File: src/hw/rtl/psa_pkg.sv
// Shared types and constants for the pair stress accumulator.
// No dependencies; every other file but psa_if imports this package.
`default_nettype none

package psa_pkg;

	localparam int ACC_WIDTH_DEF = 48;
	localparam int OUT_WIDTH     = 48;
	localparam int QUEUE_DEPTH   = 2;
	localparam int DIV_BITS      = 49;
	localparam int ROOT_STEPS    = 32;

	localparam logic [63:0] LIM = 64'h0FFF_FFFF_FFFF_FFFF;
	localparam logic [63:0] BIG = 64'h7FFF_FFFF_FFFF_FFFF;
	localparam logic signed [63:0] OUT_MAX = 64'sh0000_7FFF_FFFF_FFFF;

	typedef enum logic [2:0] {
		REG_INNER  = 3'd0,
		REG_CUTOFF = 3'd1,
		REG_WELL   = 3'd2,
		REG_SIGMA  = 3'd3,
		REG_CUBIC  = 3'd4,
		REG_SQUARE = 3'd5
	} reg_idx_t;

	typedef enum logic [1:0] {SH_16, SH_24, SH_32} shift_t;
	typedef enum logic {LIM_SAT, BIG_SAT} sat_lim_t;
	typedef enum logic {OP_ROOT, OP_DIV} iter_op_t;

	typedef struct packed {
		logic signed [31:0] inner_radius;
		logic signed [31:0] cutoff_radius;
		logic signed [31:0] well_depth;
		logic signed [31:0] sigma_length;
		logic signed [31:0] spline_cubic;
		logic signed [31:0] spline_square;
	} cfg_t;

	typedef struct packed {
		logic signed [63:0] xx;
		logic signed [63:0] xy;
		logic signed [63:0] yy;
		logic [63:0]        r2;
		logic               ovf;
		logic               last;
	} pair_t;

	typedef struct packed {
		logic        start;
		iter_op_t    op;
		logic [63:0] root_in;
		logic [48:0] num;
		logic [31:0] den;
	} iter_req_t;

	typedef struct packed {
		logic        done;
		logic [48:0] res;
	} iter_rsp_t;

	typedef struct packed {
		logic               start;
		shift_t             shift;
		sat_lim_t           lim;
		logic signed [63:0] a;
		logic signed [63:0] b;
	} mul_req_t;

	typedef struct packed {
		logic               done;
		logic               sat;
		logic signed [63:0] res;
	} mul_rsp_t;

endpackage

`default_nettype wire

File: src/hw/rtl/psa_iter.sv
// Iterative unit: integer square root (two bits per step) or restoring divide
// (one quotient bit per step). Depends on psa_pkg.
`default_nettype none

module psa_iter (
	input  wire logic               clk,
	input  wire logic               arst_n,
	input  wire psa_pkg::iter_req_t req,
	output psa_pkg::iter_rsp_t      rsp
);
	import psa_pkg::*;

	localparam int CNT_W = $clog2(DIV_BITS);

	logic             busy_q, done_q;
	logic [CNT_W-1:0] cnt_q, last_w;
	iter_op_t         op_q;
	logic [63:0]      v_q, res_q, probe_q, trial_w;
	logic [48:0]      num_q, quo_q;
	logic [31:0]      den_q, rem_q;
	logic [32:0]      rem_sh;
	logic             root_ge, div_ge;

	assign last_w  = (op_q == OP_ROOT) ? CNT_W'(ROOT_STEPS - 1) : CNT_W'(DIV_BITS - 1);
	assign trial_w = res_q + probe_q;
	assign root_ge = v_q >= trial_w;
	assign rem_sh  = {rem_q, num_q[48]};
	assign div_ge  = rem_sh >= {1'b0, den_q};

	always_ff @(posedge clk or negedge arst_n) begin
		if (!arst_n) begin
			busy_q <= 1'b0;
			done_q <= 1'b0;
			cnt_q  <= '0;
		end else begin
			done_q <= 1'b0;
			if (req.start) begin
				busy_q <= 1'b1;
				cnt_q  <= '0;
			end else if (busy_q) begin
				if (cnt_q == last_w) begin
					busy_q <= 1'b0;
					done_q <= 1'b1;
				end else begin
					cnt_q <= cnt_q + 1'b1;
				end
			end
		end
	end

	always_ff @(posedge clk) begin
		if (req.start) begin
			op_q    <= req.op;
			v_q     <= req.root_in;
			res_q   <= '0;
			probe_q <= 64'h4000_0000_0000_0000;
			num_q   <= req.num;
			den_q   <= req.den;
			rem_q   <= '0;
			quo_q   <= '0;
		end else if (busy_q) begin
			if (op_q == OP_ROOT) begin
				if (root_ge) begin
					v_q   <= v_q - trial_w;
					res_q <= (res_q >> 1) + probe_q;
				end else begin
					res_q <= res_q >> 1;
				end
				probe_q <= probe_q >> 2;
			end else begin
				rem_q <= div_ge ? rem_sh[31:0] - den_q : rem_sh[31:0];
				quo_q <= {quo_q[47:0], div_ge};
				num_q <= {num_q[47:0], 1'b0};
			end
		end
	end

	assign rsp.done = done_q;
	assign rsp.res  = (op_q == OP_ROOT) ? res_q[48:0] : quo_q;

endmodule

`default_nettype wire

File: config.mk
export PLATFORM = sky130hd
export DESIGN_NAME = psa_iter
export DESIGN_NICKNAME = d
export VERILOG_FILES = /design/src/hw/rtl/psa_pkg.sv /design/src/hw/rtl/psa_iter.sv
export SDC_FILE = /design/constraint.sdc
export NUM_CORES = 1
export LEC_CHECK = 0
export ABC_AREA = 1
export BUFFER_PORTS_ARGS = -buffer_cell sky130_fd_sc_hd__buf_2
export CAP_MARGIN = 30
export CORE_AREA = 2 2 221 223
export CTS_CLUSTER_DIAMETER = 60
export DETAILED_ROUTE_END_ITERATION = 10
export DIE_AREA = 0 0 223 225
export PLACE_DENSITY_LB_ADDON = 0.15
export SYNTH_ARGS = -nofsm -noshare
export SYNTH_HDL_FRONTEND = slang
export SYNTH_SLANG_ARGS = --single-unit
File: constraint.sdc
create_clock -name clk -period 6.71 [get_ports clk]
set_input_delay 1.342 -clock clk [delete_from_list [all_inputs] [get_ports clk]]
set_output_delay 1.342 -clock clk [all_outputs]
set_load 0.05 [all_outputs]
======== Word-level counts from Yosys, hierarchy flattened ========
Index checks and enable logic that the tools add are counted.
cells by class
  shifts and indexed selects .............. 0
  muxes and demuxes ....................... 20
  multipliers ............................. 0
  reduce and logical (&&, ||, !) cells .... 8
  div/mod/pow operators ................... 0
  $add $sub $neg .......................... 5
  bitwise operators ....................... 1
  order comparisons ....................... 2
  equal/unequal tests ..................... 3
operators with widths
  cell                   count
  $mux W64               5
  $mux W49               4
  $add A63 B63 Y64       1
  $add A64 B63 Y64       1
  $ge A64 B64 Y1         1
  $sub A64 B64 Y64       1
  $ge A33 B32 Y1         1
  $mux W32               1
  $sub A32 B32 Y32       1
  $mux W6                4
  $reduce_and A2 Y1      4
  $add A6 B1 Y6 const B  1
  $eq A6 B6 Y1           1
  $mux W1                6
  $reduce_bool A2 Y1     3
  $ne A2 B2 Y1 const B   2
  $reduce_and A3 Y1      1
  $not A1 Y1             1
storage, ports and cells
  input bits .............................. 149
  memory bits (writable) .................. 0
  latch bits .............................. 0
  word-level logic and storage cells ...... 50
  output and inout port bits .............. 50
  memories kept ........................... 0
  ROM bits ................................ 0
  bits in registers ....................... 331

======== Longest topological paths before layout ========
  word-level depth ........................ 6
  mapped depth ............................ 30
  gate-level depth less buffers ........... 28

======== Worst setup path before layout ========
OpenSTA, ideal clock, no wires.
  path type ............................... reg2reg
  start point ............................. register res_q[4]
  end point ............................... register v_q[0], enable pin
  setup time .............................. 424 ps
  period minus slack after synthesis ...... 4,980 ps
  setup slack ............................. 1,730 ps
  stages on the path, launching flop included .. 23
  arrival time ............................ 4,557 ps
  data required time ...................... 6,286 ps
  buffers on the path ..................... 1
  cells stage by stage .................... dfxtp_1 -> ha_1 -> nand2_1 -> o21ai_0 -> a21oi_1 -> o21ai_0 -> nand2_1 -> nand2_1 -> nand2_1 -> nand2_1 -> nand2_1 -> nand3_1 -> nand2_1 -> ha_1 -> nand2_1 -> nor2_2 -> nand2_1 -> nor2_1 -> a21oi_4 -> nand2_2 -> nand2_2 -> buf_2 -> nand2_1
between the ends
  word-level cells in the longest chain between the ends .. 4
ends and longest elaborated chain
  item                          RTL line        text
  start: declaration            psa_iter.sv:18  logic [63:0] v_q, res_q, probe_q, trial_w;
  start signal: assignment      psa_iter.sv:65  res_q <= (res_q >> 1) + probe_q;
  start signal: assignment      psa_iter.sv:67  res_q <= res_q >> 1;
  $add A64 B63 Y64              psa_iter.sv:25  assign trial_w = res_q + probe_q;
  $ge A64 B64 Y1                psa_iter.sv:26  assign root_ge = v_q >= trial_w;
  $reduce_bool A2 Y1 (no line)  n/a
  $reduce_and A3 Y1 (no line)   n/a
  end signal: assignment        psa_iter.sv:54  v_q <= req.root_in;
  end signal: assignment        psa_iter.sv:64  v_q <= v_q - trial_w;
  end: declaration              psa_iter.sv:18
Every way passes these cells.
A chain may end at the register's enable or synchronous reset.

======== Worst setup path in the final report ========
  start point ............................. register res_q[10]
  end point ............................... register v_q[45], enable pin
The elaborated chain is that of the path after synthesis.

==> results_dict.tcl <==
set metrics [dict create \
    io_buffers 198 \
    cp-end-kind "flip-flop" \
    wirelength_um 102000 \
    relSlewSlack_pct 30.0 \
    start_util_pct 60.6 \
    die_w_um 223 \
    synth_area_um2 28800 \
    nNetsFinal 5194 \
    grt_max_degree 116 \
    synth_common_cells "nand2_1 (1641), inv_1 (595), nor2_1 (566), nand3_1 (341), o21ai_0 (291)" \
    drtIter0Drc 3724 \
    syn_inst 4752 \
    synth.largest_area_cell "nand2_1" \
    drt-pass1-iter-count 8 \
    irDropWorstVdd_v 0.000408 \
    ys_types 55 \
    yosysWarnings 0 \
    ctsResizeCount 0 \
    ys_seq_area_share_pct 28.2 \
    final_hold_viol_count 0 \
    rows 80 \
    grt_use_total_pct 39.6 \
    drv_slew 0 \
    clock_latency_ns 0.58 \
    ys_dominant_reg_cell "dfxtp_1" \
    avgRoutedWirePerCell_um 18.4 \
    crit_path_start_kind "flip-flop" \
    finalInstanceArea_um2 31500 \
    synth_area_leaders "nand2_1 (21%), edfxtp_1 (15%), dfxtp_1 (12%)" \
    status "complete, no violations" \
    ant_nets 0 \
    synth_fp_nets 5066 \
    clock_path_buffers 3 \
    cts.clk_slew.worst_paths_ns 0.06 \
    viasPerCell 5.78 \
    grt_remaining_overflow 0 \
    max_freq_mhz 186 \
    crit_fanout 26 \
    cp.arrival_ns 5.69 \
    path_class "flip-flop to flip-flop" \
    syn_to_final_growth_pct 9.41 \
    synth-edff-count 146 \
    die_h_um 225 \
    core_area_um2 47500 \
    layout-drive-gt1-share_pct 6.82 \
    finClkSkew_ns 0.0125 \
    rsz0062_at_grt "false" \
    vias 32000 \
    cts_sinks 331 \
    crit_required_ns 7.03 \
    post_cts_buffers 0 \
    maxCapViolCount 0 \
    layout_min_cycle_time_ns 5.37 \
    hold_path.class "flip-flop to flip-flop" \
    yosys.cell_count.top_type "nand2_1" \
    powerDensity_nw_per_um2 444 \
    syn_area_per_cell_um2 6.07 \
    ioPinCount 199 \
    min_period_over_period_pct 80.0 \
    antenna_found_initial 2 \
    route.detailed.drc 0 \
    cts_tree "built" \
    finalSetupViolCount 0 \
    ys_async_sr_fraction_pct 2.42 \
    h-tree-depth 2 \
    ys_seq_elements 331 \
    routabilityCongestion 1.06 \
    clock-root-buffer "clkbuf_16" \
    hpwl_um 79900 \
    grt_pass1_wl_um 156000 \
    synth_top_area_share_pct 21.4 \
    numCtsBuffers 42 \
    tightest_slew_ns 1.05 \
    place_area_um2 30200 \
    grt_pass1_vias 29200 \
    p_leak_nw 14.6 \
    dieArea_um2 50200 \
    hold_buffers 0 \
    setup_tns_ns 0 \
]
==> through the flow <==
stage | hold slack, ns | power [W] | utilization [%] | setup WS, ns | std cells
floorplan | 0.428 | 0.00915 | - | 1.73 | 4752
global placement | 0.437 | 0.0114 | 63.5 | 1.65 | 5449
detailed placement | 0.445 | 0.0115 | 63.5 | 1.57 | 5451
CTS | 0.460 | 0.0137 | 66.3 | 1.52 | 5525
global route | 0.477 | 0.0150 | 66.3 | 1.03 | 5526
finish | 0.459 | 0.0140 | 66.3 | 1.34 | 5526
==> where the power goes <==
group          leakage [nW]  internal (W)  total (W)  switching (W)
logic                  10.9       0.00272    0.00845        0.00573
registers              3.03       0.00271    0.00334       0.000631
clock network         0.649       0.00128    0.00223       0.000953
==> per-layer routing <==
metal  routed length, um  global-route usage [%]  vias to the layer above
met5                   0                       0                        -
met4                5100                    18.6                        0
met3               10300                    6.70                      283
met2               43700                    61.7                     1693
met1               42600                    53.7                    14400
li1                    -                       -                    15500
==> worst max-delay path: stages (launching register included) <==
cell and delay [ns]:
dfxtp_1 0.43, ha_1 0.44, nand2_1 0.10, o21ai_1 0.30, nor2_1 0.09, nand2_1 0.06
o21ai_0 0.17, o21ai_1 0.47, nand2_1 0.14, a31oi_1 0.21, xor2_1 0.43, ha_1 0.40
a21oi_1 0.28, nand2_1 0.13, nand2_1 0.07, nand2_1 0.09, nand2_1 0.10, nand2_1 0.10
a21oi_4 0.17, nand2_2 0.09, nand2_2 0.08, nand2_2 0.36, buf_12 0.36
==> path summary, 6_finish.rpt <==
path | start | endpoint | slack, ns | cells after the start
min reg2reg | quo_q[15] | quo_q[15] | 0.46 | 2
max reg2reg | res_q[10] | v_q[45] | 1.34 | 22
min | quo_q[15] | quo_q[15] | 0.46 | 2
max | res_q[10] | v_q[45] | 1.34 | 22
min in group asynchronous | arst_n | cnt_q[2] | 0.61 | 1
max in group asynchronous | arst_n | cnt_q[5] | 5.93 | 1
==> final cells by class <==
cell class	instances	area, um2
Tap cell	615	769
Timing Repair Buffer	218	1190
Inverter	601	2260
Sequential cell	331	8130
Fill cell	4520	16000
Antenna cell	1	2.50
Clock buffer	53	1160
Multi-Input combinational cell	3686	17900
Clock inverter	21	165
==> sequential cells by signal, summed over array words and instances, names as in the netlist, 6 cells and up <==
signal   flops
rem_q       32
res_q       64
probe_q     32
quo_q       49
num_q       49
cnt_q        6
v_q         64
den_q       32
==> cells in the final DEF (no fill, tap or decap), types with 44 or more instances in the layout <==
| cell type | synthesis | layout |
|---|---|---|
| nand2_1 | 1641 | 1640 |
| inv_1 | 595 | 592 |
| nor2_1 | 566 | 564 |
| nand3_1 | 341 | 341 |
| o21ai_0 | 291 | 291 |
| a21oi_1 | 281 | 281 |
| buf_2 | 32 | 197 |
| dfxtp_1 | 177 | 177 |
| ha_1 | 163 | 163 |
| edfxtp_1 | 146 | 146 |
| xor2_1 | 63 | 63 |
| xnor2_1 | 51 | 51 |
| nand4_1 | 47 | 47 |
| clkbuf_16 | 0 | 44 |
==> kinds of logic (layout without fill, tap and decap cells) <==
| logic type | Yosys count | after routing | synth area share, % |
|---|---|---|---|
| and+or+nand+nor | 2718 | 2718 | 38.4 |
| buffers and inverters | 735 | 893 | 9.91 |
| AOI/OAI and AO/OA | 689 | 689 | 12.8 |
| DFF | 331 | 331 | 28.2 |
| adders and majority gates | 165 | 165 | 7.21 |
| xor gates and xnor gates | 114 | 114 | 3.46 |
| other | 0 | 1 | 0 |
Power figures use the tool's default switching activity.
