$ cat src/hw/rtl/psa_pkg.sv
// Shared types and constants for the pair stress accumulator.
// No dependencies; every other file but psa_if imports this package.
`default_nettype none

package psa_pkg;

	localparam int ACC_WIDTH_DEF = 48;
	localparam int OUT_WIDTH     = 48;
	localparam int QUEUE_DEPTH   = 2;
	localparam int DIV_BITS      = 49;
	localparam int ROOT_STEPS    = 32;

	localparam logic [63:0] LIM = 64'h0FFF_FFFF_FFFF_FFFF;
	localparam logic [63:0] BIG = 64'h7FFF_FFFF_FFFF_FFFF;
	localparam logic signed [63:0] OUT_MAX = 64'sh0000_7FFF_FFFF_FFFF;

	typedef enum logic [2:0] {
		REG_INNER  = 3'd0,
		REG_CUTOFF = 3'd1,
		REG_WELL   = 3'd2,
		REG_SIGMA  = 3'd3,
		REG_CUBIC  = 3'd4,
		REG_SQUARE = 3'd5
	} reg_idx_t;

	typedef enum logic [1:0] {SH_16, SH_24, SH_32} shift_t;
	typedef enum logic {LIM_SAT, BIG_SAT} sat_lim_t;
	typedef enum logic {OP_ROOT, OP_DIV} iter_op_t;

	typedef struct packed {
		logic signed [31:0] inner_radius;
		logic signed [31:0] cutoff_radius;
		logic signed [31:0] well_depth;
		logic signed [31:0] sigma_length;
		logic signed [31:0] spline_cubic;
		logic signed [31:0] spline_square;
	} cfg_t;

	typedef struct packed {
		logic signed [63:0] xx;
		logic signed [63:0] xy;
		logic signed [63:0] yy;
		logic [63:0]        r2;
		logic               ovf;
		logic               last;
	} pair_t;

	typedef struct packed {
		logic        start;
		iter_op_t    op;
		logic [63:0] root_in;
		logic [48:0] num;
		logic [31:0] den;
	} iter_req_t;

	typedef struct packed {
		logic        done;
		logic [48:0] res;
	} iter_rsp_t;

	typedef struct packed {
		logic               start;
		shift_t             shift;
		sat_lim_t           lim;
		logic signed [63:0] a;
		logic signed [63:0] b;
	} mul_req_t;

	typedef struct packed {
		logic               done;
		logic               sat;
		logic signed [63:0] res;
	} mul_rsp_t;

endpackage

`default_nettype wire

$ cat src/hw/rtl/psa_mul.sv
// Saturating fixed-point multiplier: 64x64 magnitude product built from four
// 32x32 partial products, shifted, truncated and clamped. Depends on psa_pkg.
`default_nettype none

module psa_mul (
	input  wire logic              clk,
	input  wire logic              arst_n,
	input  wire psa_pkg::mul_req_t req,
	output psa_pkg::mul_rsp_t      rsp
);
	import psa_pkg::*;

	logic         busy_q, done_q, ppv_s1;
	logic [2:0]   cnt_q;
	logic [63:0]  ma_q, mb_q;
	logic         neg_q;
	shift_t       sh_q;
	sat_lim_t     lim_q;
	logic [63:0]  pp_s1;
	logic [1:0]   pos_s1;
	logic [127:0] acc_q;
	logic         sat_q;
	logic signed [63:0] res_q;

	logic [31:0]  ha, hb;
	logic [63:0]  pp_w, lim_v, mag_w;
	logic [1:0]   place;
	logic [127:0] pp_ext, shifted;
	logic         sat_w;

	assign ha    = cnt_q[1] ? ma_q[63:32] : ma_q[31:0];
	assign hb    = cnt_q[0] ? mb_q[63:32] : mb_q[31:0];
	assign pp_w  = ha * hb;
	assign place = {1'b0, pos_s1[1]} + {1'b0, pos_s1[0]};
	assign lim_v = (lim_q == BIG_SAT) ? BIG : LIM;

	always_comb begin
		unique case (place)
			2'd0:    pp_ext = {64'd0, pp_s1};
			2'd1:    pp_ext = {32'd0, pp_s1, 32'd0};
			2'd2:    pp_ext = {pp_s1, 64'd0};
			default: pp_ext = '0;
		endcase
		unique case (sh_q)
			SH_16:   shifted = acc_q >> 16;
			SH_24:   shifted = acc_q >> 24;
			SH_32:   shifted = acc_q >> 32;
			default: shifted = acc_q >> 32;
		endcase
		sat_w = (|shifted[127:64]) | (shifted[63:0] > lim_v);
		mag_w = sat_w ? lim_v : shifted[63:0];
	end

	always_ff @(posedge clk or negedge arst_n) begin
		if (!arst_n) begin
			busy_q <= 1'b0;
			done_q <= 1'b0;
			ppv_s1 <= 1'b0;
			cnt_q  <= '0;
		end else begin
			done_q <= 1'b0;
			if (req.start) begin
				busy_q <= 1'b1;
				cnt_q  <= '0;
				ppv_s1 <= 1'b0;
			end else if (busy_q) begin
				ppv_s1 <= cnt_q < 3'd4;
				if (cnt_q == 3'd5) begin
					busy_q <= 1'b0;
					done_q <= 1'b1;
				end else begin
					cnt_q <= cnt_q + 3'd1;
				end
			end
		end
	end

	always_ff @(posedge clk) begin
		if (req.start) begin
			ma_q  <= req.a[63] ? unsigned'(-req.a) : unsigned'(req.a);
			mb_q  <= req.b[63] ? unsigned'(-req.b) : unsigned'(req.b);
			neg_q <= req.a[63] ^ req.b[63];
			sh_q  <= req.shift;
			lim_q <= req.lim;
			acc_q <= '0;
		end else if (busy_q) begin
			if (cnt_q < 3'd4) begin
				pp_s1  <= pp_w;
				pos_s1 <= cnt_q[1:0];
			end
			if (ppv_s1) acc_q <= acc_q + pp_ext;
			if (cnt_q == 3'd5) begin
				sat_q <= sat_w;
				res_q <= neg_q ? -$signed(mag_w) : $signed(mag_w);
			end
		end
	end

	assign rsp.done = done_q;
	assign rsp.sat  = sat_q;
	assign rsp.res  = res_q;

endmodule

`default_nettype wire

$ cat config.mk
export PLATFORM = sky130hd
export DESIGN_NAME = psa_mul
export DESIGN_NICKNAME = d
export VERILOG_FILES = /design/src/hw/rtl/psa_pkg.sv /design/src/hw/rtl/psa_mul.sv
export SDC_FILE = /design/constraint.sdc
export NUM_CORES = 2
export LEC_CHECK = 0
export BUFFER_PORTS_ARGS = -buffer_cell sky130_fd_sc_hd__buf_2
export CORE_UTILIZATION = 25
export DETAILED_ROUTE_END_ITERATION = 16
export SLEW_MARGIN = 15
export SYNTH_ARGS = -nofsm -noshare
export SYNTH_HDL_FRONTEND = slang
export SYNTH_SLANG_ARGS = --single-unit
$ cat constraint.sdc
create_clock -name clk -period 21.3 [get_ports clk]
set_input_delay 1.065 -clock clk [delete_from_list [all_inputs] [get_ports clk]]
set_output_delay 1.065 -clock clk [all_outputs]
set_load 0.05 [all_outputs]
Yosys cells after proc, flatten, opt, wreduce, memory -nomap -nowiden
Cells that the tools add are included.
{"block": "word_totals", "reg_bits": 397, "latchBits": 0, "output_inout_bits": 66, "mem_bits_rw": 0, "mem_count": 0, "romBits": 0}
{"block": "classes", "n_mux": 20, "n_addsub": 6, "n_mul": 1, "reduce_logical": 8, "div": 0, "shift": 0, "eq_ne": 5, "magnitude_cmp": 2, "bitwise": 3}
{"operator": "case mux 128 bit (3 select lines)", "n": 1}
{"operator": "case mux 112 bit (2 select lines)", "n": 1}
{"operator": "negator 64 bit", "n": 3}
{"operator": "two-way mux 63 bit", "n": 3}
{"operator": "adder 128 bit", "n": 1}
{"operator": "two-way mux 64 bit", "n": 2}
{"operator": "> comparator 64 x 63 -> 1 bit", "n": 1}
{"operator": "multiplier 32 x 32 -> 64 bit", "n": 1}
{"operator": "two-way mux 32 bit", "n": 2}
{"operator": "OR reduction 64 bit", "n": 1}
{"operator": "two-way mux 3 bit", "n": 3}
{"operator": "two-way mux 1 bit", "n": 8}
{"operator": "AND reduction 3 bit", "n": 2}
{"operator": "equality test 2 x 1 -> 1 bit (second input constant)", "n": 2}
{"operator": "zero test 2 bit", "n": 2}
{"operator": "AND reduction 2 bit", "n": 2}
{"operator": "adder 3 x 1 -> 3 bit (second input constant)", "n": 1}
{"operator": "equality test 3 bit (second input constant)", "n": 1}
{"operator": "< comparator 3 bit (second input constant)", "n": 1}
{"operator": "adder 1 x 1 -> 2 bit", "n": 1}
{"operator": "equality test 2 bit (second input constant)", "n": 1}
{"operator": "inequality test 2 bit (second input constant)", "n": 1}
{"operator": "nonzero test 2 bit", "n": 1}
{"operator": "inverter 1 bit", "n": 1}
{"operator": "2 further kinds", "n": 2}

Longest topological paths before layout
{"block": "logic_depth", "depth_word": 7, "ltp_mapped": 33}

Worst setup path before layout
Ideal clock, no wire load.
{"block": "synth_timing", "path_type": "flip-flop to flip-flop", "start": "reg cnt_q[1]", "end": "reg pp_s1[57], data pin", "stages_incl_launch_ff": 30, "synth_period_minus_slack_ps": 8829, "path_slack_ps": 12471, "arrival_time_ps": 8569, "n_path_buf": 5, "setup_time_ps": 259, "path_cell_list": "dfrtp_1 > clkbuf_1 > clkbuf_1 > clkbuf_1 > mux2i_1 > clkbuf_1 > nor2_1 > fa_1 > fa_1 > inv_1 > fa_1 > fa_1 > inv_1 > fa_1 > fa_1 > fa_1 > fa_1 > ha_1 > clkbuf_1 > nand2_1 > nor3_1 > nand2_1 > or3_1 > nand3_1 > a21oi_1 > or4_1 > o2111ai_1 > a21boi_0 > o21ai_0 > xnor2_1"}
{"block": "synth_via", "elab_chain_cells": 2}
{"element": "from (decl)", "line_no": "psa_mul.sv:14", "source": "logic [2:0] cnt_q;"}
{"element": "from (signal assigned)", "line_no": "psa_mul.sv:72", "source": "cnt_q <= cnt_q + 3'd1;"}
{"element": "two-way mux 32 bit", "line_no": "psa_mul.sv:31", "source": "assign ha = cnt_q[1] ? ma_q[63:32] : ma_q[31:0];"}
{"element": "multiplier 32 x 32 -> 64 bit", "line_no": "psa_mul.sv:33", "source": "assign pp_w = ha * hb;"}
{"element": "net pp_w[57]", "line_no": "psa_mul.sv:26", "source": "logic [63:0] pp_w, lim_v, mag_w;"}
{"element": "to (signal assigned)", "line_no": "psa_mul.sv:88", "source": "pp_s1 <= pp_w;"}
{"element": "to (decl)", "line_no": "psa_mul.sv:19", "source": "logic [63:0] pp_s1;"}
The timed path passes the listed nets, and every way through them passes these cells.
A chain may end at the register's enable or synchronous reset.

Final worst setup path
{"block": "layout_timing", "start": "reg cnt_q[0]", "end": "reg pp_s1[62], data pin"}
{"block": "layout_via", "elab_chain_cells": 2}
{"element": "two-way mux 32 bit", "line_no": "psa_mul.sv:32", "source": "assign hb = cnt_q[0] ? mb_q[63:32] : mb_q[31:0];"}
{"element": "multiplier 32 x 32 -> 64 bit", "line_no": "psa_mul.sv:33"}
{"element": "net pp_w[62]", "line_no": "psa_mul.sv:26"}
The timed path passes the listed nets, and every way through them passes these cells.

==> results.md <==
* GP Congestion at 0.987
* Longest individual stage delay on the worst path at 0.99 ns
* Post-CTS Resized at 0
* Floorplan die area at 247000 sq um
* Tightest Pin Transition at 1.28 ns
* Initial Utilization at 25.2%
* Routed via count divided by cell count at 5.08
* Setup bufs post-CTS at 0
* Hold Crit Class: input pin to asynchronous set/reset pin
* Port Buffers at 199
* Required time of the worst setup path at 21.70 ns
* Floorplan die height at 497 microns
* Largest net degree at the start of global routing at 79
* DRC viols at 0
* Register area at 10600 sq um
* Launching instance or port of the critical path: cnt_q[0]$_DFFE_PN0P_
* Final period util at 50.6%
* Dominant cell type by count on the critical path: sky130_fd_sc_hd__fa_1
* Relative area change from synthesis to final layout at 10.3%
* Post-synthesis register bit count at 397
* Total setup violations reported at the end of the flow at 0
* Number of library cell types mapped by synthesis at 90
* IO Count at 200
* Post-layout nets at 8430
* Mean routed wirelength per cell at 21.9 microns
* Global-route wire length before repair at 332000 microns
* Worst rel slew slack at 13.0%
* Async SR Flop Fraction at 1.51%
* Worst setup endpoint: pp_s1[62]$_DFFE_PP_
* Number of instances in the synthesized netlist at 7039
* TritonCTS clock tree: done
* Clock transition at the registers of the reported paths at 0.06 ns
* Number of flops mapped to enable cells by yosys at 263
* Leading cell types by total area after synthesis: sky130_fd_sc_hd__fa_1 29%, sky130_fd_sc_hd__edfxtp_1 13%, sky130_fd_sc_hd__ha_1 8.2%, sky130_fd_sc_hd__inv_1 5.7%, sky130_fd_sc_hd__nand2_1 5.5%
* Final setup skew at 0.0520 ns
* Worst Reg2Reg Path Length in Cells at 28
* Number of failing hold endpoints at the final stage at 0
* Sum Neg Setup Slack at 0 ns
* Critical Path Start Type: flip-flop
* Total area of multi-input combinational cells at 46100 sq um
* Type of the worst setup path: flip-flop to flip-flop
* Die Span X at 497 microns
* GRT overflow at 0
* Arrival time worst endpoint at 11.17 ns
* Time the worst path needs with I/O delays and setup at 10.77 ns
* Number of slew-limit violations in the final report at 0
* Result of the run: finished clean
* Floorplan Core Area at 244000 sq um
* Critical Path End Type: flip-flop
* Vias in the first global route at 52300
* Number of warnings issued by yosys at 0
* Upper clock frequency limit at 0.0929 GHz
* Initial antenna violation count at 4
* Count of maximum capacitance violations at 0
* Netlist area before placement at 61400 sq um
* Clock Sinks at 397
* Critical register-to-register path endpoint: pp_s1[62]$_DFFE_PP_
* Share of final-layout standard cells stronger than drive strength 1 at 8.13%
* Top_reg_cell synth: sky130_fd_sc_hd__edfxtp_1
* Worst-Skew Late Latency at 0.67 ns
* Worst flop-to-flop path startpoint: cnt_q[0]$_DFFE_PN0P_
* Leading area contributor after synthesis: sky130_fd_sc_hd__fa_1
* Detail Placement HPWL at 176000 microns
* Buffer levels on the longest clock path at 3
* Number of buffers added by the clock tree synthesis step at 46
* Root Buffer Master: sky130_fd_sc_hd__clkbuf_16
* Starting DRC count in detailed routing at 4518
* Post-synthesis average cell area at 8.72 sq um
* Post-detailed-routing wire length at 224000 microns
* Quantity of hold-fixing buffers added after cts at 0
* Top-area cell type share of the netlist area at 29.3%
* Initial DRT Pass Iterations at 6
* Reg-to-reg slack, setup at 10.53 ns
* Portion of the post-synthesis area used by sequential elements at 17.3%
* Routed via count at 52100
* Post-synth net total at 8470
* Layout fillers at 26000
* H-Tree Level Count at 2
* Slowest-stage cell, CP: sky130_fd_sc_hd__mux2_2
* Number of routed nets with antenna violations at 0
* Crit Path Max Fanout at 48
* GRT Resource Usage Total at 17.6%
* Count of standard-cell rows at 181
* Setup repair after global routing missed its margin: false
[cells by family after synthesis]
group / Yosys count / share of synthesized area (%)
XOR/XNOR: 322 / 4.60
AND/OR/NAND/NOR: 2278 / 16.3
buffers and inverters: 1312 / 8.12
flip-flops: 397 / 17.3
AO/OA/AOI/OAI: 1191 / 12.2
adder cells (fa/ha/maj): 1297 / 37.4
multiplexers: 242 / 4.17
[sequential cells by signal, indices dropped and copies added (netlist names)]
register and count:
acc_q 128, busy_q 1, cnt_q 3, done_q 1
lim_q 1, ma_q 64, mb_q 64, neg_q 1
pos_s1 2, pp_s1 64, ppv_s1 1, res_q 64
sat_q 1, sh_q 2
[synth_stat cells (all sizes together), types with 13 or more instances]
master / n
nand2b: 29
a211oi: 22
and3: 60
buf: 47
dfxtp: 128
o21a: 34
nand2: 894
a31oi: 24
a21o: 97
o41ai: 17
a21boi: 13
and2: 50
fa: 897
nor2: 822
o21bai: 57
inv: 933
nor4: 43
edfxtp: 263
xor2: 72
ha: 400
mux2: 108
a21oi: 377
nand3: 78
nor3: 64
or3: 41
clkbuf: 332
nor2b: 24
o21ai: 295
or4: 21
xnor2: 250
a22oi: 56
a22o: 36
or2: 22
nand4: 94
o31ai: 62
mux2i: 134
[worst min path at each step]
| stage | end | startpoint | slack (ns) |
|---|---|---|---|
| after floorplan | acc_q[10]$_SDFFE_PP0P_ | acc_q[10]$_SDFFE_PP0P_ | 0.44 |
| after global placement | acc_q[0]$_SDFFE_PP0P_ | acc_q[0]$_SDFFE_PP0P_ | 0.45 |
| after detailed placement | acc_q[14]$_SDFFE_PP0P_ | acc_q[14]$_SDFFE_PP0P_ | 0.45 |
| after CTS | cnt_q[2]$_DFFE_PN0P_ | arst_n | 0.37 |
| after global routing | done_q$_DFF_PN0_ | arst_n | 0.40 |
| final | cnt_q[2]$_DFFE_PN0P_ | arst_n | 0.39 |
[layer usage]
metal / vias up / global-route usage [%] / wire length, microns
met3: 463 / 3.70 / 20600
met2: 2518 / 27.2 / 96400
li1: 23000 / - / -
met4: 6 / 7.34 / 10700
met5: - / 0 / 38
met1: 26000 / 23.8 / 96200
[per-stage QoR]
stage               instance area [sq um]  utilization, %  cells  setup slack, ns  hold slack [ns]
finish                              67700            27.8  10200            10.53            0.386
global route                        67700            27.8  10200            10.12            0.398
CTS                                 67600            27.8  10200            10.60            0.374
detailed placement                  65900            27.1  10200            10.60            0.454
global placement                    65900            27.1  10200            10.69            0.446
floorplan                           61400               -   7039            12.47            0.436
[final cells by class]
class | instances | share of cell area, %
Multi-Input combinational cell | 5330 | 68.1
Antenna cell | 4 | 0.0148
Inverter | 933 | 5.18
Clock buffer | 51 | 1.74
Tap cell | 3202 | 5.92
Timing Repair Buffer | 291 | 2.54
Sequential cell | 397 | 15.7
Clock inverter | 34 | 0.771
[placed cells by master (no fill, tap or decap), types with 93 or more instances in the layout]
master                     Yosys  final
sky130_fd_sc_hd__xnor2_1     250    250
sky130_fd_sc_hd__nor2_1      822    821
sky130_fd_sc_hd__dfxtp_1     128    128
sky130_fd_sc_hd__a21o_1       97     97
sky130_fd_sc_hd__ha_1        400    398
sky130_fd_sc_hd__a21oi_1     377    377
sky130_fd_sc_hd__o21ai_0     292    292
sky130_fd_sc_hd__mux2_2       96     97
sky130_fd_sc_hd__inv_1       933    933
sky130_fd_sc_hd__buf_2         9    198
sky130_fd_sc_hd__nand4_1      93     93
sky130_fd_sc_hd__nand2_1     894    893
sky130_fd_sc_hd__edfxtp_1    263    263
sky130_fd_sc_hd__fa_1        897    897
[critical path: cells and delay by family (launching register included)]
kind / cells / cell delay [ns]
xor+xnor: 1 / 0.10
simple gates: 6 / 1.50
fa+ha+maj: 9 / 4.41
flops: 1 / 0.60
compound gates: 5 / 1.80
mux: 1 / 0.99
buf+inv: 6 / 1.04
Power is not shown: default switching activity piles up to over one toggle a cycle in this logic, so the estimate is an artifact.
