**config.mk**
```make
export PLATFORM = sky130hd
export DESIGN_NAME = psa_queue
export DESIGN_NICKNAME = d
export VERILOG_FILES = /design/src/hw/rtl/psa_pkg.sv /design/src/hw/rtl/psa_queue.sv
export SDC_FILE = /design/constraint.sdc
export NUM_CORES = 1
export LEC_CHECK = 0
export ABC_AREA = 1
export BUFFER_PORTS_ARGS = -buffer_cell sky130_fd_sc_hd__buf_4
export CORE_AREA = 2 2 205 207
export DETAILED_ROUTE_END_ITERATION = 6
export DIE_AREA = 0 0 207 209
export GPL_ROUTABILITY_DRIVEN = 0
export PLACE_DENSITY_LB_ADDON = 0.12
export SLEW_MARGIN = 20
export SYNTH_ARGS = -nofsm -noshare
export SYNTH_HDL_FRONTEND = slang
export SYNTH_SLANG_ARGS = --single-unit
```
**constraint.sdc**
```tcl
create_clock -name clk -period 32.1 [get_ports clk]
set_input_delay 3.21 -clock clk [delete_from_list [all_inputs] [get_ports clk]]
set_output_delay 3.21 -clock clk [all_outputs]
set_load 0.02 [all_outputs]
```
**src/hw/rtl/psa_pkg.sv**
```systemverilog
// Shared types and constants for the pair stress accumulator.
// No dependencies; every other file but psa_if imports this package.
`default_nettype none

package psa_pkg;

	localparam int ACC_WIDTH_DEF = 48;
	localparam int OUT_WIDTH     = 48;
	localparam int QUEUE_DEPTH   = 2;
	localparam int DIV_BITS      = 49;
	localparam int ROOT_STEPS    = 32;

	localparam logic [63:0] LIM = 64'h0FFF_FFFF_FFFF_FFFF;
	localparam logic [63:0] BIG = 64'h7FFF_FFFF_FFFF_FFFF;
	localparam logic signed [63:0] OUT_MAX = 64'sh0000_7FFF_FFFF_FFFF;

	typedef enum logic [2:0] {
		REG_INNER  = 3'd0,
		REG_CUTOFF = 3'd1,
		REG_WELL   = 3'd2,
		REG_SIGMA  = 3'd3,
		REG_CUBIC  = 3'd4,
		REG_SQUARE = 3'd5
	} reg_idx_t;

	typedef enum logic [1:0] {SH_16, SH_24, SH_32} shift_t;
	typedef enum logic {LIM_SAT, BIG_SAT} sat_lim_t;
	typedef enum logic {OP_ROOT, OP_DIV} iter_op_t;

	typedef struct packed {
		logic signed [31:0] inner_radius;
		logic signed [31:0] cutoff_radius;
		logic signed [31:0] well_depth;
		logic signed [31:0] sigma_length;
		logic signed [31:0] spline_cubic;
		logic signed [31:0] spline_square;
	} cfg_t;

	typedef struct packed {
		logic signed [63:0] xx;
		logic signed [63:0] xy;
		logic signed [63:0] yy;
		logic [63:0]        r2;
		logic               ovf;
		logic               last;
	} pair_t;

	typedef struct packed {
		logic        start;
		iter_op_t    op;
		logic [63:0] root_in;
		logic [48:0] num;
		logic [31:0] den;
	} iter_req_t;

	typedef struct packed {
		logic        done;
		logic [48:0] res;
	} iter_rsp_t;

	typedef struct packed {
		logic               start;
		shift_t             shift;
		sat_lim_t           lim;
		logic signed [63:0] a;
		logic signed [63:0] b;
	} mul_req_t;

	typedef struct packed {
		logic               done;
		logic               sat;
		logic signed [63:0] res;
	} mul_rsp_t;

endpackage

`default_nettype wire

```
**src/hw/rtl/psa_queue.sv**
```systemverilog
// Short item queue between front end and back end.
// Depends on psa_pkg.
`default_nettype none

module psa_queue (
	input  wire logic           clk,
	input  wire logic           arst_n,
	input  wire logic           push_valid,
	output logic                push_ready,
	input  wire psa_pkg::pair_t push_data,
	output logic                pop_valid,
	input  wire logic           pop_ready,
	output psa_pkg::pair_t      pop_data
);
	import psa_pkg::*;

	localparam int PW = (QUEUE_DEPTH > 1) ? $clog2(QUEUE_DEPTH) : 1;
	localparam int CW = $clog2(QUEUE_DEPTH + 1);

	pair_t          slot_q [QUEUE_DEPTH];
	logic [PW-1:0]  wr_q, rd_q;
	logic [CW-1:0]  cnt_q;
	logic           push, pop;

	assign push_ready = cnt_q != CW'(QUEUE_DEPTH);
	assign pop_valid  = cnt_q != '0;
	assign pop_data   = slot_q[rd_q];
	assign push = push_valid & push_ready;
	assign pop  = pop_valid & pop_ready;

	always_ff @(posedge clk or negedge arst_n) begin
		if (!arst_n) begin
			wr_q  <= '0;
			rd_q  <= '0;
			cnt_q <= '0;
		end else begin
			if (push) wr_q <= (wr_q == PW'(QUEUE_DEPTH - 1)) ? '0 : wr_q + 1'b1;
			if (pop)  rd_q <= (rd_q == PW'(QUEUE_DEPTH - 1)) ? '0 : rd_q + 1'b1;
			if (push && !pop)      cnt_q <= cnt_q + 1'b1;
			else if (pop && !push) cnt_q <= cnt_q - 1'b1;
		end
	end

	always_ff @(posedge clk) begin
		if (push) slot_q[wr_q] <= push_data;
	end

endmodule

`default_nettype wire

```
# [Word level (Yosys, flattened, before mapping)]
# Memory sizes are Yosys's and may differ from the RTL's.
# Cells that the tools add are included.
# W data, S select, Z words.
[totals] regBits=4 ram_bits=516 input_bits=262 output_inout_bits=260 elab_cells=23 n_memories=1
[memory_table] memory="slot_q" depth=2 word_bits=258 read_ports=1 rd_ports_with_merged_regs=0 wr=1 line_no="psa_queue.sv:20" text="pair_t slot_q [QUEUE_DEPTH];"
[classes] add_sub_neg=4 eq_ne=1 n_mux=6 n_bitwise=2 n_reduce_logical=6
[op_table] op="$mux W1" n=4
[op_table] op="$mux W2" n=2
[op_table] op="$reduce_bool A2 Y1" n=2
[op_table] op="$add A1 B1 Y1 const B" n=2
[op_table] op="$add A2 B1 Y2 const B" n=1
[op_table] op="$and A1 B1 Y1" n=2
[op_table] op="$logic_and A1 B1 Y1" n=2
[op_table] op="$logic_not A1 Y1" n=2
[op_table] op="$ne A2 B2 Y1 const B" n=1
[op_table] op="$sub A2 B1 Y2 const B" n=1

# [Depth between registers and ports, before layout]
# Gate-level depths: netlist (run 1).
[logic_depth] depth_word=6 depth_mapped=10

# [Worst setup path after synthesis (run 1)]
# OpenSTA, ideal clock, no wires.
[synth_timing] path_type="input-to-reg" startpoint="input port push_valid" endpoint="memory slot_q[0][0] in the netlist's numbering (enable)" arrival_time_ns=14.011 slack_ns=17.207 cell_stages=2 cell_sequence="nand2_1 nor2_1"
[synth_via] elab_chain_len=3
[synth_rtl] element="start: declaration" line_no="psa_queue.sv:8" text="input wire logic push_valid,"
[synth_rtl] element="$and A1 B1 Y1" line_no="psa_queue.sv:28" text="assign push = push_valid & push_ready;"
[synth_rtl] element="$mux W1" line_no="psa_queue.sv:45" text="if (push) slot_q[wr_q] <= push_data;"
[synth_rtl] element="$mux W1 (not written as such)" line_no="psa_queue.sv:45"
[synth_rtl] element="end: declaration" line_no="psa_queue.sv:20"
# Every way passes these cells.

==> parameters.txt, run 1 <==
Parameter                              Value

Outcome
  Run status ... completed

Detailed routing
  Antenna-violating nets left ... 0
  First drt pass iteration count ... 4
  DRC violation count after routing ... 0
  Via density per instance ... 4.83
  Starting DRC count in detailed routing ... 740
  Met2 WL post-DR ... 23800 um
  Highest Signal Layer ... met5
  Via count of the routed design ... approximately 12000
  Met3 Routed Length ... 4420 um
  Routed wire length per instance ... around 19 um
  Routed metal-1 wire length ... 17300 um
  Routed WL ... approximately 48000 um

Clock tree
  Clock transition at the registers of the reported paths ... 0.06 ns
  TritonCTS clock tree ... built
  H-tree levels ... 2
  Number of cells upsized or downsized after cts ... 0
  Clock latency reported for the late side of the worst-skew pair ... 0.58 ns
  Deepest clock path buffer count ... 3
  # clock sinks ... 520
  # Post-CTS Setup Buffers ... 0
  Cell at the root of the clock tree ... clkbuf_16
  Clock buffers created by TritonCTS ... 51
  Number of hold buffers added after CTS ... 0

Logic synthesis
  Prevailing post-synth register cell ... edfxtp_1
  Part of the Yosys area used for sequential elements ... 82.0%
  Multiplexer area fraction after synthesis ... 0%
  Main combinational cell family by area after synthesis ... simple AND/OR/NAND/NOR gates
  Synth top area share ... between 80% and 90%
  Post-synth EDFFs ... 516
  Share of synthesized cell area in full adder, half adder and majority cells ... 0.0658%
  Post-synthesis async set-or-reset flop share ... less than 1%
  Synthesized netlist cell count ... 1376
  Number of flip-flops and latches in the synthesized netlist ... between 500 and 600
  Xor/xnor share of the synthesized area ... 0.0921%
  Share of synthesized cell area in and, or, nand and nor gates ... approximately 16%
  Library cell with the largest summed area after synthesis ... edfxtp_1
  Most instantiated library cell after synthesis ... nand2_1
  Cells taking the most area after synthesis ... edfxtp_1 81%, nand2_1 15%, buf_6 0.77%
  Complex-gate fraction of the synthesized area ... 0%
  Avg Cell Area, Syn ... 13.8 sq um
  Number of warnings issued by yosys ... 0
  Number of unique standard cell types used by synthesis ... 15
  Syn_nets ... 1639
  Most frequent cells after synthesis ... 784 x nand2_1, 516 x edfxtp_1, 26 x buf_2
  Netlist area before placement ... 19000 sq um

Critical path
  Worst setup path category ... reg -> out
  Capture point of the critical path ... pop_data[126]
  Critical path capture point type ... primary output
  Required arrival time at the worst endpoint ... between 20 and 30 ns
  End of the worst register-to-register path ... slot_q[0][84]$_DFFE_PP_
  Worst endpoint data arrival time ... 4.09 ns
  R2r setup slk ... between 20 and 30 ns
  Crit path from ... rd_q$_DFFE_PN0P_
  Max FO, Critical Path ... 109
  CP Launch Type ... register
  Beginning of the worst register-to-register path ... cnt_q[0]$_DFFE_PN0P_
  Cell count of the worst reg-to-reg path ... 6

Die
  Die Footprint ... roughly 43000 sq um
  Die H ... around 210 um
  Cell row count ... between 70 and 80
  Die boundary width ... 207 um
  Initial core utilization ... between 40% and 50%
  Area of the core ... 41300 sq um
  IO Pins ... between 500 and 600

Timing
  Worst slew margin relative to its limit ... 17.4%
  Number of failing setup endpoints in the final timing report ... 0
  Max Fclk ... 0.137 GHz
  Layout Skew ... 0.00894 ns
  Summed negative setup slack over all endpoints ... 0 ns
  Unrepaired setup endpoints after global routing ... no
  Crit share post-route ... a little under a quarter
  Transition at the pin with the smallest max-transition slack ... between 1 and 1.5 ns
  Crit path setup slack, layout ... around 25 ns
  Final hold slack ... 0.509 ns
  Min Tclk post-route ... 7.30 ns
  Final max-slew violation count ... 0
  Final number of hold-violating endpoints ... 0

Cells and area
  Area growth from synthesis to layout ... 30.9%
  Final Cell Area ... ~25000 sq um
  Total number of nets in the final design ... between 2000 and 2500
  Register Area ... roughly 16000 sq um
  Area used by multi-input combinational logic ... roughly 3000 sq um
  Layout cells sized above 1 ... 31.2%
  Filler cell count in the final layout ... between 3000 and 4000

Global route
  Wire length of the first global-routing pass ... 69400 um
  Antenna violations before repair ... 5
  Number of global-route vias before repair ... 11811
  Final global-route overflow total ... 0
  Largest net degree at the start of global routing ... 177
  Global Route Usage Sum ... between 20% and 30%

Power
  Leakage power summed over all cells ... 10.6 nW
  PD cells ... approximately 99 nW/um^2
  IR drop worst, VDD ... 0.0000549 V

Worst hold path
  Type of the worst min-delay path ... reg -> reg

Placed design
  Half-perimeter wire length after placement ... 31800 um
  Cell area reported after detailed placement ... roughly 23000 sq um
  Port Buf Inserts ... 521
  Post-Place Worst Slack ... 25.34 ns

Run
  Number of violations of the max-capacitance limit ... 0
flip-flops by register name, summed over array words and instances (netlist names):
register,cells
slot_q,516
cnt_q,2
rd_q,1
wr_q,1
layer usage:
layer	GRT usage, %	up-vias
met2	35.2	461
li1	-	5716
met5	0	-
met4	11.6	4
met1	24.7	5706
met3	7.59	114
placed cells by master (no fill, tap or decap), drive strengths merged:
cell	netlist	layout
bufinv	0	2
xor2	1	1
xnor2	1	1
clkbuf	3	66
buf	54	531
nand4	1	1
nor2	2	2
nand2	784	784
diode	0	3
inv	7	7
nand3	2	2
clkinv	0	27
ha	1	1
dfrtp	4	4
edfxtp	516	516
where the power goes:
part / switching (mW) / leakage [nW] / internal, mW / total, mW
clock network: 0.240 / 0.783 / 0.319 / 0.559
registers: 0.0533 / 4.85 / 0.931 / 0.984
logic: 0.619 / 4.93 / 0.314 / 0.933
worst min-delay path by stage:
stage	from	end	slack (ns)	depth (start not counted)
finish	cnt_q[0]$_DFFE_PN0P_	cnt_q[0]$_DFFE_PN0P_	0.51	1
global placement	cnt_q[1]$_DFFE_PN0P_	cnt_q[1]$_DFFE_PN0P_	0.48	2
detailed placement	cnt_q[0]$_DFFE_PN0P_	cnt_q[0]$_DFFE_PN0P_	0.49	1
floorplan	cnt_q[1]$_DFFE_PN0P_	cnt_q[1]$_DFFE_PN0P_	0.46	2
CTS	cnt_q[0]$_DFFE_PN0P_	cnt_q[0]$_DFFE_PN0P_	0.51	1
global route	cnt_q[0]$_DFFE_PN0P_	cnt_q[0]$_DFFE_PN0P_	0.52	1
cells by family after synthesis:
logic type / count (synthesis)
xor gates and xnor gates: 2
buffers and inverters: 64
adders and majority gates: 1
DFF: 520
and+or+nand+nor: 789
per-stage QoR:
step | util, % | total power [mW] | cells
5_1_grt | 60.3 | 2.60 | 2485
4_1_cts | 60.3 | 2.51 | 2484
6_report | 60.3 | 2.48 | 2487
3_3_place_gp | 56.5 | 1.94 | 2389
3_5_place_dp | 56.5 | 1.94 | 2389
2_1_floorplan | - | 1.59 | 1376
worst max-delay path, stage by stage (launching register included):
cell	delay, ns
dfrtp_4	0.82
inv_8	0.62
buf_4	0.86
buf_4	0.63
nand2_1	0.13
nand2_1	0.10
buf_4	0.15
area by class of cell:
cell class	count	share of cell area, %
tap	539	2.71
antenna	3	0.0302
multi-input combinational	792	12.1
sequential	520	62.7
clock inverter	29	0.744
timing repair buffer	531	16.1
clock buffer	66	5.56
inverter	7	0.136
Power figures use the tool's default switching activity.
==> inputs of run 2 (changes only) <==
ABC_AREA = 0   (was 1)
CORE_AREA = 2 2 202 204   (was 2 2 205 207)
DIE_AREA = 0 0 204 206   (was 0 0 207 209)
clock period = 6.95 ns   (was 32.1 ns; I/O delays follow)
==> run 2 against run 1 <==
  * Die area decreased by 2.9%
  * First-iteration DRC count decreased by 34%
  * Worst hold slack got worse by 0.22 ns
  * Synthesized cell count decreased by 40%
  * Worst setup slack got worse by 21 ns
  * Cell count decreased by 22%
  * Register-to-register slack got worse by 25 ns
  * Critical path depth decreased by 3
  * Largest cell class unchanged
  * Flip-flop and latch count unchanged
  * Cell area increased by 3.1%
==> parameters.txt, run 2 <==
Parameter                              Value

Outcome
  Run status ... completed (unchanged)

Global route
  Global Route Usage Sum ... 19.1% (was 21.4%)
  Antenna violations before repair ... 6 (was 5)
  Wire length of the first global-routing pass ... 58800 um (was 69400 um)
  Largest net degree at the start of global routing ... 153 (was 177)
  Final global-route overflow total ... 0 (unchanged)
  Number of global-route vias before repair ... 9759 (was 11811)

Cells and area
  Layout Cells excl Fill ... 1952 (was 2487)
  Register name with the most flops ... slot_q (unchanged)
  Most common cell after layout, fill and taps aside ... buf_4 (was nand2_1)
  Final Cell Area ... 25700 sq um (was 24900 sq um)
  Commonest cells after routing, fill and taps aside ... 524 x buf_4, 516 x edfxtp_1, 202 x mux2_4 (was 784 x nand2_1, 530 x buf_4, 516 x edfxtp_1)
  Area growth from synthesis to layout ... 30.5% (was 30.9%)
  Number of flip-flops in the largest register ... 516 (unchanged)
  Share of the core filled with cells in the final layout ... 63.8% (was 60.3%)
  Top flop regs ... slot_q: 516 flops, cnt_q: 2 flops (unchanged)
  Layout cells sized above 1 ... 60.9% (was 31.2%)
  Total number of nets in the final design ... 1639 (was 2166)

Logic synthesis
  Number of unique standard cell types used by synthesis ... 15 (unchanged)
  Number of warnings issued by yosys ... 0 (unchanged)
  Most instantiated library cell after synthesis ... edfxtp_1 (was nand2_1)
  Synthesized netlist cell count ... 821 (was 1376)
  Library cell with the largest summed area after synthesis ... edfxtp_1 (unchanged)
  Part of the Yosys area used for sequential elements ... 79.3% (was 82.0%)
  Post-synth EDFFs ... 516 (unchanged)
  Avg Cell Area, Syn ... 23.9 sq um (was 13.8 sq um)
  Syn_nets ... 1084 (was 1639)
  Prevailing post-synth register cell ... edfxtp_1 (unchanged)
  Netlist area before placement ... 19700 sq um (was 19000 sq um)
  Synth top area share ... 78.8% (was 81.5%)
  Cells taking the most area after synthesis ... edfxtp_1 79%, mux2_4 15%, mux2_2 3.2% (was edfxtp_1 81%, nand2_1 15%, buf_6 0.77%)
  Most frequent cells after synthesis ... 516 x edfxtp_1, 202 x mux2_4, 56 x mux2_2 (was 784 x nand2_1, 516 x edfxtp_1, 26 x buf_2)
  Post-synthesis async set-or-reset flop share ... 0.769% (unchanged)
  Number of flip-flops and latches in the synthesized netlist ... 520 (unchanged)

Clock tree
  TritonCTS clock tree ... built (unchanged)
  H-tree levels ... 2 (unchanged)
  Number of hold buffers added after CTS ... 1 (was 0)
  Clock transition at the registers of the reported paths ... 0.06 ns (about the same)
  Number of cells upsized or downsized after cts ... 0 (unchanged)
  Clock buffers created by TritonCTS ... 53 (was 51)
  Deepest clock path buffer count ... 3 (unchanged)
  Clock latency reported for the late side of the worst-skew pair ... 0.59 ns (was 0.58 ns)
  # Post-CTS Setup Buffers ... 0 (unchanged)
  # clock sinks ... 520 (unchanged)
  Cell at the root of the clock tree ... clkbuf_16 (unchanged)

Critical path
  Delay of the slowest critical-path stage ... 0.69 ns (was 0.86 ns)
  Crit path from ... rd_q$_DFFE_PN0P_ (unchanged)
  CP Launch Type ... register (unchanged)
  Worst setup path category ... reg -> out (unchanged)
  Master of the slowest instance on the critical path ... buf_12 (was buf_4)
  Ordered list of cells on the worst path ... buf_12 -> mux2_2 -> buf_4 (was inv_8 -> buf_4 -> buf_4 -> nand2_1 -> nand2_1 -> buf_4)
  Worst endpoint data arrival time ... 2.71 ns (was 4.09 ns)
  Beginning of the worst register-to-register path ... cnt_q[0]$_DFFE_PN0P_ (unchanged)
  Required arrival time at the worst endpoint ... 6.25 ns (was 28.89 ns)
  Critical path capture point type ... primary output (unchanged)
  Max FO, Critical Path ... 135 (was 109)

Timing
  Number of failing setup endpoints in the final timing report ... 0 (unchanged)
  Min Tclk post-route ... roughly 3.4 ns
  Transition at the pin with the smallest max-transition slack ... 1.09 ns (was 1.24 ns)
  Final max-slew violation count ... 0 (unchanged)
  Final number of hold-violating endpoints ... 0 (unchanged)
  Unrepaired setup endpoints after global routing ... no (unchanged)
  Layout Skew ... 0.00702 ns (was 0.00894 ns)
  Max Fclk ... ~0.29 GHz
  Summed negative setup slack over all endpoints ... 0 ns (unchanged)
  Crit share post-route ... 49.0%
  Worst slew margin relative to its limit ... 27.6% (was 17.4%)

Die
  Die Footprint ... 42000 sq um (was 43300 sq um)
  Die boundary width ... 204 um (was 207 um)
  IO Pins ... 522 (unchanged)
  Area of the core ... 40200 sq um (was 41300 sq um)
  Die H ... 206 um (was 209 um)
  Cell row count ... 74 (was 75)
  Initial core utilization ... 48.9% (was 46.1%)

Worst hold path
  Type of the worst min-delay path ... in -> reg (was reg -> reg)
  Startpoint of the most critical hold path ... push_data[255] (was cnt_q[0]$_DFFE_PN0P_)

Run
  Number of violations of the max-capacitance limit ... 0 (unchanged)

Placed design
  Cell area reported after detailed placement ... 24000 sq um (was 23300 sq um)
  Port Buf Inserts ... 521 (unchanged)
  Half-perimeter wire length after placement ... 28100 um (was 31800 um)
  Cell Count Post-Placement ... 1852 (was 2389)

Power
  Leakage power summed over all cells ... 10.1 nW (was 10.6 nW)
  PD cells ... 446 nW/um^2 (was 99.5 nW/um^2)
  IR drop worst, VDD ... 0.000344 V (was 0.0000549 V)

Detailed routing
  First drt pass iteration count ... 6 (was 4)
  Routed WL ... 42300 um (was 47700 um)
  Via density per instance ... 4.91 (was 4.83)
  Routed wire length per instance ... 21.7 um (was 19.2 um)
  DRC violation count after routing ... 0 (unchanged)
  Antenna-violating nets left ... 0 (unchanged)
  Starting DRC count in detailed routing ... 489 (was 740)
  Via count of the routed design ... 9590 (was 12001)
## run 2: cell type report
cell class,count,area [sq um]
diodes,4,10.0
clock buffers,66,1420
clock inverters,29,169
fillers,2816,14500
inverters,1,3.75
multi-input cells,271,3770
flip-flops and latches,520,15600
well taps,532,666
repair buffers,529,4020
## run 2: logic make-up after synthesis
group                      after synthesis  share of synthesized area, %
DFF                                    520                          79.3
adders and majority gates                1                        0.0637
xor gates and xnor gates                 5                         0.223
buffers and inverters                   30                          1.55
muxes                                  258                          18.6
and+or+nand+nor                          7                         0.172
## run 2: worst paths after layout
kind	endpoint	slack [ns]	depth (start not counted)
min in group asynchronous	cnt_q[1]$_DFFE_PN0P_	0.48	2
max in group asynchronous	rd_q$_DFFE_PN0P_	6.35	2
hold / removal	slot_q[0][255]$_DFFE_PP_	0.29	1
hold reg to reg	cnt_q[1]$_DFFE_PN0P_	0.50	1
setup reg to reg	slot_q[0][38]$_DFFE_PP_	4.23	5
setup / recovery	pop_data[13]	3.55	3
## run 2: stage by stage
step	worst slack [ns]	power [mW]	hold slack, ns
6_report	3.55	11.5	0.291
5_1_grt	3.46	11.9	0.258
4_1_cts	3.53	11.6	0.246
3_5_place_dp	4.05	8.96	0.493
3_3_place_gp	4.07	8.93	0.474
2_1_floorplan	1.86	7.45	0.399
## run 2: routing by layer
layer	part of all wire, %	up-vias	GRT usage (%)
met4	2.7	2	7.87
li1	-	4384	-
met3	11	71	8.44
met1	36	4771	21.5
met5	0.031	-	0
met2	50	362	31.8
## run 2: report_power, final
part | total [mW] | leakage, nW | switching, mW | internal [mW]
Sequential | 4.48 | 4.84 | 0.180 | 4.30
Clock | 2.60 | 0.782 | 1.12 | 1.48
Combinational | 4.37 | 4.48 | 2.33 | 2.04
## run 2: worst max-delay path: cells and delay by family (launching register included)
family,cells,cell delay (ns)
muxes,1,0.42
buffers and inverters,2,0.85
DFF,1,0.62
